==> src/hw/rtl/ffpa_pkg.sv <==
package ffpa_pkg;

  localparam int COUNT_W    = 11;
  localparam int FPAGE_W    = 10;
  localparam int START_W    = 10;
  localparam int RELEASED_W = 11;
  localparam int STATUS_W   = 2;

  localparam logic [STATUS_W-1:0] ST_OK    = 2'd0;
  localparam logic [STATUS_W-1:0] ST_NOSPC = 2'd1;
  localparam logic [STATUS_W-1:0] ST_ZERO  = 2'd2;

  localparam logic ACT_ALLOC = 1'b0;
  localparam logic ACT_FREE  = 1'b1;

  localparam logic [1:0] RES_ALLOC_OK = 2'd0;
  localparam logic [1:0] RES_NOSPC    = 2'd1;
  localparam logic [1:0] RES_ZERO     = 2'd2;
  localparam logic [1:0] RES_FREE     = 2'd3;

  typedef struct packed {
    logic       load;
    logic       clr;
    logic       scan;
    logic       len_rd;
    logic       len_take;
    logic       mark;
    logic       mark_val;
    logic       result;
    logic [1:0] res_kind;
  } cmd_t;

  typedef struct packed {
    logic is_free;
    logic zero_req;
    logic too_big;
    logic fpage_bad;
    logic clr_last;
    logic found;
    logic scan_end;
    logic len_zero;
    logic wlast;
    logic out_free;
  } sts_t;

endpackage

==> src/hw/rtl/ffpa_ctrl.sv <==
module ffpa_ctrl
  import ffpa_pkg::*;
(
  input  logic clk,
  input  logic rst_n,
  input  logic in_tvalid,
  output logic in_tready,
  output cmd_t cmd,
  input  sts_t sts
);

  localparam logic [2:0] S_CLEAR    = 3'd0;
  localparam logic [2:0] S_IDLE     = 3'd1;
  localparam logic [2:0] S_DECODE   = 3'd2;
  localparam logic [2:0] S_SCAN     = 3'd3;
  localparam logic [2:0] S_FREE_RD  = 3'd4;
  localparam logic [2:0] S_FREE_LEN = 3'd5;
  localparam logic [2:0] S_WRITE    = 3'd6;
  localparam logic [2:0] S_RESP     = 3'd7;

  logic [2:0] state_r;
  logic [2:0] state_nxt;
  logic [1:0] kind_r;
  logic [1:0] kind_nxt;
  logic       mval_r;
  logic       mval_nxt;

  always_comb begin
    state_nxt    = state_r;
    kind_nxt     = kind_r;
    mval_nxt     = mval_r;
    cmd          = '0;
    cmd.res_kind = kind_r;
    cmd.mark_val = mval_r;
    in_tready    = 1'b0;
    case (state_r)
      S_CLEAR: begin
        cmd.clr = 1'b1;
        if (sts.clr_last) begin
          state_nxt = S_IDLE;
        end
      end
      S_IDLE: begin
        in_tready = 1'b1;
        if (in_tvalid) begin
          cmd.load  = 1'b1;
          state_nxt = S_DECODE;
        end
      end
      S_DECODE: begin
        if (sts.is_free) begin
          kind_nxt  = RES_FREE;
          mval_nxt  = 1'b0;
          state_nxt = sts.fpage_bad ? S_RESP : S_FREE_RD;
        end else if (sts.zero_req) begin
          kind_nxt  = RES_ZERO;
          state_nxt = S_RESP;
        end else if (sts.too_big) begin
          kind_nxt  = RES_NOSPC;
          state_nxt = S_RESP;
        end else begin
          kind_nxt  = RES_ALLOC_OK;
          mval_nxt  = 1'b1;
          state_nxt = S_SCAN;
        end
      end
      S_SCAN: begin
        cmd.scan = 1'b1;
        if (sts.found) begin
          state_nxt = S_WRITE;
        end else if (sts.scan_end) begin
          kind_nxt  = RES_NOSPC;
          state_nxt = S_RESP;
        end
      end
      S_FREE_RD: begin
        cmd.len_rd = 1'b1;
        state_nxt  = S_FREE_LEN;
      end
      S_FREE_LEN: begin
        cmd.len_take = 1'b1;
        state_nxt    = sts.len_zero ? S_RESP : S_WRITE;
      end
      S_WRITE: begin
        cmd.mark = 1'b1;
        if (sts.wlast) begin
          state_nxt = S_RESP;
        end
      end
      S_RESP: begin
        if (sts.out_free) begin
          cmd.result = 1'b1;
          state_nxt  = S_IDLE;
        end
      end
      default: begin
        state_nxt = S_IDLE;
      end
    endcase
  end

  always_ff @(posedge clk) begin
    if (!rst_n) begin
      state_r <= S_CLEAR;
      kind_r  <= RES_ZERO;
      mval_r  <= 1'b0;
    end else begin
      state_r <= state_nxt;
      kind_r  <= kind_nxt;
      mval_r  <= mval_nxt;
    end
  end

endmodule

==> config.mk <==
export PLATFORM = sky130hd
export DESIGN_NAME = ffpa_ctrl
export DESIGN_NICKNAME = d
export VERILOG_FILES = /design/src/hw/rtl/ffpa_pkg.sv /design/src/hw/rtl/ffpa_ctrl.sv
export SDC_FILE = /design/constraint.sdc
export NUM_CORES = 1
export LEC_CHECK = 0
export ABC_AREA = 1
export BUFFER_PORTS_ARGS = -buffer_cell sky130_fd_sc_hd__buf_2
export CAP_MARGIN = 25
export CORE_AREA = 10 10 47 49
export DETAILED_ROUTE_END_ITERATION = 12
export DIE_AREA = 0 0 57 59
export PLACE_DENSITY = 0.68
export SLEW_MARGIN = 5
export SYNTH_ARGS = -nofsm -noshare
export SYNTH_HDL_FRONTEND = slang
export SYNTH_SLANG_ARGS = --single-unit
export TNS_END_PERCENT = 100
==> constraint.sdc <==
create_clock -name clk -period 1.5 [get_ports clk]
set_input_delay 0.075 -clock clk [delete_from_list [all_inputs] [get_ports clk]]
set_output_delay 0.075 -clock clk [all_outputs]
set_load 0.02 [all_outputs]
==> results of run 1 <==
-- worst max-delay path: cells and delay by family, from the launching register on --
family | cells | cell delay (ps)
DFF | 1 | 450
and+or+nand+nor | 2 | 300
buffers and inverters | 1 | 200
-- metrics by stage --
stage                     setup WS [ps]  util [%]  power, mW  std cells  area [µm²]
after floorplan                     307         -      0.904         92         549
after global routing                105      49.8       1.36        134         698
after global placement              193      48.1       1.07        131         674
final                               227      49.8       1.22        134         698
after CTS                          76.2      49.7       1.24        134         697
after detailed placement            157      48.1       1.08        131         674
-- layout make-up --
class / instances / share of cell area [%]
inverter: 20 / 10.8
clock buffer: 3 / 3.23
multi-input combinational: 63 / 46.1
timing repair buffer: 26 / 19.7
sequential: 6 / 17.4
tap: 16 / 2.87
-- registers in the layout (all words and copies together), names as in the netlist --
name     cells
kind_r       2
mval_r       1
state_r      3
-- worst min path at each step --
stage,slack [ps],from,to,cells after the start
after detailed placement,340,rst_n,kind_r[1],2
after global placement,330,rst_n,kind_r[1],2
after floorplan,160,rst_n,kind_r[1],1
after CTS,80,rst_n,kind_r[1],2
after global routing,100,rst_n,kind_r[1],2
final,80,rst_n,kind_r[1],2
-- cells in the mapped netlist --
library cell,n,area [µm²]
sky130_fd_sc_hd__o21ai_2,1,8.76
sky130_fd_sc_hd__o21bai_1,1,7.51
sky130_fd_sc_hd__buf_4,1,7.51
sky130_fd_sc_hd__nand4_1,4,25.0
sky130_fd_sc_hd__nor2b_4,1,13.8
sky130_fd_sc_hd__dfxtp_1,6,120
sky130_fd_sc_hd__nand2_2,3,18.8
sky130_fd_sc_hd__clkbuf_8,1,13.8
sky130_fd_sc_hd__nor3_1,2,10.0
sky130_fd_sc_hd__nand2_1,17,63.8
sky130_fd_sc_hd__nor2_2,1,6.26
sky130_fd_sc_hd__o21ai_0,4,20.0
sky130_fd_sc_hd__inv_2,4,15.0
sky130_fd_sc_hd__o211ai_1,1,7.51
sky130_fd_sc_hd__nor2_4,2,22.5
sky130_fd_sc_hd__inv_1,16,60.1
sky130_fd_sc_hd__buf_6,1,11.3
sky130_fd_sc_hd__a21oi_1,2,10.0
sky130_fd_sc_hd__nand3_2,1,10.0
sky130_fd_sc_hd__nand3_1,9,45.0
sky130_fd_sc_hd__nor2_1,14,52.6
-- layer usage --
layer,GRT usage (%),vias to the layer above
li1,-,339
met1,10.7,265
met2,15.0,20
met3,5.15,0
met4,3.02,0
met5,0,-
-- cell families after synthesis --
kind of cell,share of synthesized area [%]
and+or+nand+nor,48.7
buffers and inverters,19.6
AOI/OAI and AO/OA,9.80
DFF,21.9
-- power breakdown --
part,leakage (nW),total [mW],internal [mW],switching [mW]
logic,0.396,0.760,0.294,0.467
clock network,0.0138,0.154,0.0908,0.0628
registers,0.0497,0.305,0.218,0.0876
-- repair_timing --
item                                    4_1_cts  5_1_grt
endpoints found under the setup margin        0        3
gates resized for setup                       0        1
hold endpoints to repair                      0        0
==> impl_metrics.csv, run 1 <==
group,metric,value,unit
critical_path,reg2reg_from,"state_r[2]",
worst_hold_path,worst_hold_path_type,"in -> reg",
global_route,grt_start_max_net_pins,13,
detailed_routing,first_pass_iters,4,
floorplan,die-height,59,µm
critical_path,regToRegEndpoint,"state_r[1]",
clock_tree,postCtsSetupRepairBufs,0,
clock_tree,cts.reportedPaths.clkPinSlew,50,ps
timing,tightestPinTransition,245,ps
detailed_routing,wl_met3,127,µm
timing,fin_crit,1270,ps
detailed_routing,top_layer_used,"met3",
timing,fmaxAchievable,785,MHz
detailed_routing,drt_drc_violations_left,0,
critical_path,cp_slowest_cell,"sky130_fd_sc_hd__dfxtp_2",
synthesis,ys.warnings.count,0,
critical_path,worst-endpoint-required,1420,ps
flow_run,cap_viol_max_count,0,
timing,finalSetupTns,0,ps
clock_tree,tritoncts,"built",
floorplan,dieWidth,57,µm
clock_tree,clk_latency,250,ps
global_route,grt_use_total,9.50,%
floorplan,boundaryPins,24,
pwr,static-leakage-power,0.459,nW
global_route,wire_length_of_the_first_global_routing_pass,2650,µm
clock_tree,clock_tree.buffer_depth,2,
timing,holdWs,76.5,ps
clock_tree,cts_hold_buffers,0,
critical_path,startpoint,"state_r[0]",
timing,finClkSkew,9.82,ps
finish,synthToLayoutAreaGrowth,27.1,%
synthesis,postSynthAreaPerCell,5.97,µm²
detailed_routing,met2RoutedLength,610,µm
finish,final_common_cell,"sky130_fd_sc_hd__buf_2",
pwr,vdd_drop_max,0.722,mV
pwr,pwr_density_cell,1750,nW/µm²
timing,timing.final.max_slew_violations,0,
floorplan,fp.dieArea,3360,µm²
synthesis,synthCells,92,
detailed_routing,wire_per_inst,10.4,µm
finish,antenna_cells,0,
global_route,first_global_vias,655,
global_route,globalRoute.totalOverflow,0,
detailed_routing,drt-met1-wl,658,µm
critical_path,crit_type,"reg -> out",
clock_tree,cts-htree-levels,1,
finish,final.fill_count,147,
timing,post-route-period-util,84.9,%
critical_path,timing.critical_path.slowest_cell_delay,450,ps
detailed_routing,wirelength,1400,µm
critical_path,critical_path_arrival,1200,ps
critical_path,worst_setup_path_endpoint,"cmd[2]",
floorplan,rows,14,
detailed_routing,route.antenna.remaining_nets,0,
finish,drive_above_1_share,36.4,%
critical_path,worst-r2r-cell-count,8,
timing,setup_viol,0,
synthesis,synthesized_cell_area,549,µm²
timing,unrepaired_setup_endpoints_after_global_routing,"false",
synthesis,synth-seq-area-share,21.9,%
placement,post-dp-hpwl,1230,µm
critical_path,critPathMaxFanout,12,
placement,port_buffers,23,
global_route,antenna_violations_before_repair,0,
timing,maxSlewHeadroom,83.6,%
clock_tree,numCtsBuffers,3,
detailed_routing,first_iter_violations,11,
clock_tree,clkSinkCount,6,
critical_path,worst_setup_path_start_kind,"register",
timing,hold_viol,0,
critical_path,timing.critical_path.to_type,"output port",
synthesis,yosys_register_bits,6,
finish,layout_common_cells,"sky130_fd_sc_hd__buf_2, sky130_fd_sc_hd__nand2_1, sky130_fd_sc_hd__inv_1, sky130_fd_sc_hd__nor2_1, sky130_fd_sc_hd__nand3_1",
floorplan,floorplan.initialDensity,39.2,%
critical_path,worst-r2r-setup-slack,270,ps
detailed_routing,via_per_instance_ratio,4.66,
placement,gp_routability_congestion,0.816,
clock_tree,ctsRootBufferMaster,"sky130_fd_sc_hd__clkbuf_4",
finish,design.final.nets,133,
synthesis,synth.distinct_cells,21,
synthesis,synth_fp_nets,105,
outcome,outcome,"complete, no violations",
finish,sequential_cell_area,121,µm²
floorplan,core_area,1400,µm²
finish,area_used_by_multi_input_combinational_logic,322,µm²
detailed_routing,route.vias.total,624,
critical_path,timing.critical_path.cells,"nand2_1, nor3_1, buf_2",
No activity file was read; power rests on OpenSTA's default activity.
==> inputs of run 2 (changes only) <==
--- a/config.mk
+++ b/config.mk
@@ -8,10 +8,10 @@
 export ABC_AREA = 1
 export BUFFER_PORTS_ARGS = -buffer_cell sky130_fd_sc_hd__buf_2
 export CAP_MARGIN = 25
-export CORE_AREA = 10 10 47 49
+export CORE_MARGIN = 10
+export CORE_UTILIZATION = 40
 export DETAILED_ROUTE_END_ITERATION = 12
-export DIE_AREA = 0 0 57 59
-export PLACE_DENSITY = 0.68
+export PLACE_DENSITY = 0.69
 export SLEW_MARGIN = 5
 export SYNTH_ARGS = -nofsm -noshare
 export SYNTH_HDL_FRONTEND = slang
==> constraint.sdc (replaced) <==
create_clock -name clk -period 1.1 [get_ports clk]
set_input_delay 0.055 -clock clk [delete_from_list [all_inputs] [get_ports clk]]
set_output_delay 0.055 -clock clk [all_outputs]
set_load 0.02 [all_outputs]
==> impl_metrics.csv, run 2 (same netlist as run 1, synthesis figures left out) <==
group,metric,value,unit
outcome,outcome,"finished with violations",
outcome,failed_checks,"setup timing",
worst_hold_path,hold_path_end,"kind_r[1]",
timing,tightestPinTransition,172,ps
timing,setup_viol,13,
floorplan,die-height,57.1,µm
timing,finClkSkew,7.71,ps
worst_hold_path,hold-path-cell-count,2,
critical_path,timing.critical_path.to_type,"output port",
clock_tree,tritoncts,"built",
floorplan,core_area,1300,µm²
detailed_routing,drt_drc_violations_left,0,
finish,design.final.nets,147,
finish,synthToLayoutAreaGrowth,79.5,%
finish,final_common_cell,"sky130_fd_sc_hd__buf_2",
timing,timing.final.max_slew_violations,0,
critical_path,regToRegEndpoint,"state_r[1]",
pwr,cellInternalPower,1.33,mW
pwr,combinational_share_of_power,72.8,%
detailed_routing,route.vias.total,753,
pwr,pwr_density_cell,2510,nW/µm²
detailed_routing,route.antenna.remaining_nets,0,
finish,flip_flop_count_of_the_largest_register_after_layout,3,
floorplan,fp.dieArea,3260,µm²
placement,port_buffers,23,
timing,maxSlewHeadroom,88.4,%
global_route,wire_length_of_the_first_global_routing_pass,3040,µm
pwr,netSwitchingPower,1.15,mW
critical_path,critPathMaxFanout,5,
critical_path,worst-endpoint-required,1040,ps
placement,gp_routability_congestion,0.842,
flow_run,cap_viol_max_count,0,
worst_hold_path,worst_hold_path_type,"in -> reg",
detailed_routing,wire_per_inst,13.3,µm
global_route,first_global_vias,724,
timing,post-route-period-util,112,%
clock_tree,ctsRootBufferMaster,"sky130_fd_sc_hd__clkbuf_4",
floorplan,dieWidth,57.1,µm
critical_path,startpoint,"state_r[2]",
clock_tree,cts.reportedPaths.clkPinSlew,50,ps
critical_path,worst_setup_path_start_kind,"register",
timing,unrepaired_setup_endpoints_after_global_routing,"true",
finish,layout_common_cells,"sky130_fd_sc_hd__buf_2, sky130_fd_sc_hd__inv_1, sky130_fd_sc_hd__nand2_1, sky130_fd_sc_hd__buf_4, sky130_fd_sc_hd__nor2_1",
global_route,grt_use_total,11.2,%
finish,drive_above_1_share,54.9,%
timing,fin_crit,1230,ps
clock_tree,clk_latency,240,ps
clock_tree,cts_hold_buffers,0,
timing,fin_ws,-134,ps
critical_path,worst-r2r-cell-count,8,
pwr,swShare,46.5,%
timing,holdWs,57.0,ps
finish,layoutNonFillerInstCount,148,
global_route,globalRoute.totalOverflow,0,
timing,hold_viol,0,
clock_tree,cts-htree-levels,1,
finish,largest_register,"state_r",
clock_tree,clock_tree.buffer_depth,2,
floorplan,boundaryPins,24,
pwr,vdd_drop_max,1.27,mV
finish,antenna_cells,0,
global_route,grt_start_max_net_pins,10,
finish,top_regs,"state_r (3), kind_r (2), mval_r (1)",
critical_path,worst-r2r-setup-slack,-130,ps
floorplan,rows,13,
placement,dpl.cell_count,134,
critical_path,reg2reg_from,"state_r[2]",
floorplan,floorplan.initialDensity,42.2,%
pwr,power.total,2.48,mW
detailed_routing,first_pass_iters,4,
critical_path,critical_path_arrival,1180,ps
detailed_routing,via_per_instance_ratio,5.09,
placement,post-dp-hpwl,1260,µm
clock_tree,clkSinkCount,6,
critical_path,crit_type,"reg -> out",
placement,place_ws,-71.4,ps
timing,fmaxAchievable,810,MHz
pwr,sequentialPowerShare,18.5,%
global_route,antenna_violations_before_repair,0,
detailed_routing,wirelength,1970,µm
pwr,p_clk_share,8.7,%
detailed_routing,first_iter_violations,16,
pwr,static-leakage-power,0.558,nW
clock_tree,numCtsBuffers,3,
worst_hold_path,hp-start,"rst_n",
run 2: cell types whose count changed in the layout (fill, tap and decap cells not counted), sizes merged:
cell    delta
buf       +13
clkbuf     +2
run 2: layout make-up:
| class | instances | area [µm²] |
|---|---|---|
| Multi-Input combinational cell | 63 | 397 |
| Timing Repair Buffer | 40 | 330 |
| Fill cell | 87 | 315 |
| Sequential cell | 6 | 131 |
| Inverter | 20 | 82.6 |
| Clock buffer | 4 | 26.3 |
| Tap cell | 15 | 18.8 |
run 2: worst max-delay path, stage by stage, from the launching register on:
cell and delay (ps):
sky130_fd_sc_hd__dfxtp_4 380, sky130_fd_sc_hd__buf_12 120, sky130_fd_sc_hd__nand3_2 100, sky130_fd_sc_hd__buf_4 150
sky130_fd_sc_hd__inv_1 60, sky130_fd_sc_hd__buf_6 110
run 2: routing by layer:
layer / vias to the layer above / routed length, µm / GRT usage [%]
li1: 372 / - / -
met1: 334 / 829 / 13.0
met2: 41 / 925 / 17.4
met3: 6 / 174 / 4.87
met4: 0 / 37 / 4.70
met5: - / 0 / 0
run 2: power groups by stage:
stage          Clock (mW)  Sequential, mW  Combinational [mW]
2_1_floorplan           0           0.417               0.868
3_3_place_gp            0           0.440                1.17
3_5_place_dp            0           0.440                1.18
4_1_cts             0.226           0.444                1.53
5_1_grt             0.247           0.467                1.95
6_report            0.216           0.459                1.80
run 2: repair_timing:
| item | in CTS | in global routing |
|---|---|---|
| buffers inserted | 6 | 3 |
| pin swaps | 7 | 1 |
| resized for setup | 32 | 11 |
| gates cloned | 0 | 1 |
| endpoints found under the setup margin | 13 | 14 |
run 2: how the worst max path moves through the flow:
stage / to / slack, ps / cells after the start
2_1_floorplan: kind_r[0] / -6 / 7
3_3_place_gp: state_r[0] / -80 / 8
3_5_place_dp: kind_r[0] / -70 / 7
4_1_cts: state_r[0] / -110 / 8
5_1_grt: state_r[0] / -230 / 10
6_report: cmd[4] / -130 / 5
run 2: per-stage QoR:
stage	utilization, %	cell area [µm²]	TNS, ps
2_1_floorplan	-	569	-6.03
3_3_place_gp	56.5	736	-165
3_5_place_dp	56.5	736	-194
4_1_cts	69.3	902	-888
5_1_grt	75.8	986	-2120
6_report	75.8	986	-1090
==> inputs of run 3 (changes only) <==
--- a/config.mk
+++ b/config.mk
@@ -5,13 +5,14 @@
 export SDC_FILE = /design/constraint.sdc
 export NUM_CORES = 1
 export LEC_CHECK = 0
-export ABC_AREA = 1
+export ABC_AREA = 0
 export BUFFER_PORTS_ARGS = -buffer_cell sky130_fd_sc_hd__buf_2
 export CAP_MARGIN = 25
-export CORE_MARGIN = 10
-export CORE_UTILIZATION = 40
+export CORE_AREA = 10 10 47 49
 export DETAILED_ROUTE_END_ITERATION = 12
-export PLACE_DENSITY = 0.69
+export DIE_AREA = 0 0 57 59
+export GPL_ROUTABILITY_DRIVEN = 0
+export PLACE_DENSITY = 0.61
 export SLEW_MARGIN = 5
 export SYNTH_ARGS = -nofsm -noshare
 export SYNTH_HDL_FRONTEND = slang
==> impl_metrics.csv, run 3 <==
group,metric,value,unit
placement,post-dp-hpwl,1110,µm
global_route,grt_use_total,10.5,%
timing,finalSetupTns,-1390,ps
detailed_routing,wirelength,1980,µm
synthesis,synth_compound_gate_area_share,26.6,%
detailed_routing,drt_drc_violations_left,0,
timing,setup_viol,11,
global_route,grtUsageMet3,3.86,%
global_route,grt_start_max_net_pins,8,
critical_path,worst-r2r-cell-count,4,
synthesis,synth_simple_gate_area_share,30.1,%
timing,hold_viol,0,
timing,fin_ws,-208,ps
synthesis,synth-adder-area-share,0,%
finish,final_cell_area,948,µm²
finish,design.final.nets,109,
clock_tree,clock_tree.buffer_depth,2,
global_route,globalRoute.totalOverflow,0,
global_route,busiest_layer,"met2",
global_route,first_global_vias,610,
finish,layoutNonFillerInstCount,110,
outcome,failed_checks,"setup timing",
finish,top_regs,"state_r (3), kind_r (2), mval_r (1)",
flow_run,cap_viol_max_count,0,
finish,layout.core_utilization,67.7,%
synthesis,postSynthAreaPerCell,7.38,µm²
synthesis,synth_async_sr_flop_share,0,%
clock_tree,tritoncts,"built",
synthesis,synth-seq-area-share,28.1,%
synthesis,synth_fp_nets,71,
critical_path,worst-r2r-setup-slack,-200,ps
worst_hold_path,worst_hold_path_type,"in -> reg",
timing,tightestPinTransition,332,ps
critical_path,crit_type,"reg -> out",
critical_path,reg2reg_from,"state_r[0]",
outcome,outcome,"finished with violations",
floorplan,dieWidth,57,µm
timing,maxSlewHeadroom,77.8,%
clock_tree,clkSinkCount,6,
global_route,grtUsageMet1,10.9,%
synthesis,post_synth_main_area_contributors,"sky130_fd_sc_hd__dfxtp_1, sky130_fd_sc_hd__nor3_1, sky130_fd_sc_hd__and3_1, sky130_fd_sc_hd__a211oi_1, sky130_fd_sc_hd__nor2_1",
floorplan,die-height,59,µm
clock_tree,ctsRootBufferMaster,"sky130_fd_sc_hd__clkbuf_4",
floorplan,floorplan.initialDensity,30.5,%
global_route,wire_length_of_the_first_global_routing_pass,2840,µm
finish,drive_above_1_share,70.2,%
synthesis,synth_edf_count,0,
synthesis,synth.largest_area_cell,"sky130_fd_sc_hd__dfxtp_1",
synthesis,combinational_family_with_the_most_area_after_synthesis,"simple AND/OR/NAND/NOR gates",
worst_hold_path,hold_path_end,"kind_r[1]",
timing,post-route-period-util,119,%
timing,holdWs,60.3,ps
synthesis,synth_top_cell_area_share,28.1,%
finish,final_common_cell,"sky130_fd_sc_hd__buf_6",
pwr,static-leakage-power,0.397,nW
placement,port_buffers,23,
floorplan,core_area,1400,µm²
detailed_routing,route.vias.total,607,
timing,unrepaired_setup_endpoints_after_global_routing,"true",
finish,flip_flop_count_of_the_largest_register_after_layout,3,
critical_path,critPathMaxFanout,7,
timing,fmaxAchievable,765,MHz
clock_tree,cts.reportedPaths.clkPinSlew,50,ps
clock_tree,clk_latency,250,ps
floorplan,rows,14,
critical_path,timing.critical_path.to_type,"output port",
timing,timing.final.max_slew_violations,0,
global_route,grtUsageMet2,18.4,%
synthesis,ys.warnings.count,0,
finish,final.fill_count,123,
critical_path,critical_path_arrival,1250,ps
timing,fin_crit,1310,ps
pwr,pwr_density_cell,1940,nW/µm²
synthesis,ys_top_cells_by_count,"sky130_fd_sc_hd__dfxtp_1, sky130_fd_sc_hd__nor2_1, sky130_fd_sc_hd__nor3_1, sky130_fd_sc_hd__inv_1",
clock_tree,cts_hold_buffers,0,
floorplan,fp.dieArea,3360,µm²
placement,postPlaceCellArea,638,µm²
pwr,vdd_drop_max,1.13,mV
finish,layout_common_cells,"sky130_fd_sc_hd__buf_6, sky130_fd_sc_hd__buf_2, sky130_fd_sc_hd__nor3_4, sky130_fd_sc_hd__buf_4",
synthesis,synth-xor-area-share,0,%
clock_tree,numCtsBuffers,3,
worst_hold_path,hp-start,"rst_n",
synthesis,synthesized_cell_area,428,µm²
synthesis,synthCells,58,
critical_path,regToRegEndpoint,"state_r[1]",
synthesis,fraction_of_synthesized_area_in_multiplexers,4.68,%
critical_path,worst-endpoint-required,1040,ps
placement,dpl.cell_count,104,
detailed_routing,via_per_instance_ratio,5.52,
synthesis,synth.distinct_cells,22,
detailed_routing,route.antenna.remaining_nets,0,
detailed_routing,first_pass_iters,4,
worst_hold_path,hold-path-cell-count,2,
finish,synthToLayoutAreaGrowth,122,%
global_route,antenna_violations_before_repair,0,
floorplan,boundaryPins,24,
timing,finClkSkew,1.93,ps
finish,largest_register,"state_r",
synthesis,dominantRegCellSynth,"sky130_fd_sc_hd__dfxtp_1",
finish,antenna_cells,0,
critical_path,worst_setup_path_start_kind,"register",
synthesis,yosys_register_bits,6,
detailed_routing,first_iter_violations,8,
detailed_routing,wire_per_inst,18.0,µm
clock_tree,cts-htree-levels,1,
## run 3: cell types whose count changed after synthesis, sizes merged, moves of 4 or more
cell,before,now
and3,0,4
inv,20,5
nand4,4,0
nor3,2,6
nand3,10,2
nand2,20,1
o21ai,5,0
nor2,17,6
## run 3: worst max-delay path by stage
stage / slack [ps] / startpoint / end
floorplan: -150 / state_r[0] / state_r[1]
global placement: -200 / state_r[2] / state_r[1]
detailed placement: -200 / state_r[0] / state_r[1]
CTS: -190 / state_r[0] / state_r[1]
global route: -260 / state_r[1] / cmd[5]
finish: -210 / state_r[1] / cmd[5]
## run 3: power breakdown
part / leakage (nW) / total (mW) / switching, mW / internal (mW)
Sequential: 0.0510 / 0.365 / 0.0827 / 0.282
Combinational: 0.332 / 1.26 / 0.626 / 0.634
Clock: 0.0138 / 0.212 / 0.0882 / 0.124
## run 3: per-stage QoR
| stage | setup slack [ps] | total power [mW] |
|---|---|---|
| 4_1_cts | -186 | 1.53 |
| 2_1_floorplan | -145 | 0.773 |
| 6_report | -208 | 1.84 |
| 3_3_place_gp | -199 | 1.04 |
| 5_1_grt | -263 | 1.95 |
| 3_5_place_dp | -198 | 1.04 |
## run 3: critical path: stages (launching register included)
cell and delay (ps):
sky130_fd_sc_hd__dfxtp_4 360, sky130_fd_sc_hd__buf_6 140, sky130_fd_sc_hd__buf_4 160, sky130_fd_sc_hd__nor3_4 190
sky130_fd_sc_hd__buf_6 140
## run 3: cells by family (layout without fill, tap and decap cells)
logic type,Yosys count,in the layout
AND/OR/NAND/NOR,25,25
multiplexers,2,2
buffers and inverters,10,46
AO/OA/AOI/OAI,15,15
flip-flops,6,6
## run 3: final cells by class
cell class                      count  area (µm²)  area share (%)
Clock buffer                        3        22.5            2.37
Inverter                            5        23.8            2.51
Multi-Input combinational cell     42         428            45.1
Sequential cell                     6         131            13.9
Tap cell                           16        20.0            2.11
Timing Repair Buffer               38         323            34.0
## run 3: routing by layer
metal | vias to the layer above | routed length (µm)
li1 | 292 | -
met1 | 289 | 732
met2 | 24 | 1120
met3 | 2 | 117
met4 | 0 | 8
met5 | - | 0
## run 3: timing repair
item | in CTS | in global routing
pin swaps | 6 | 7
setup buffers | 2 | 1
gates resized for setup | 37 | 28
setup endpoints to repair | 14 | 14
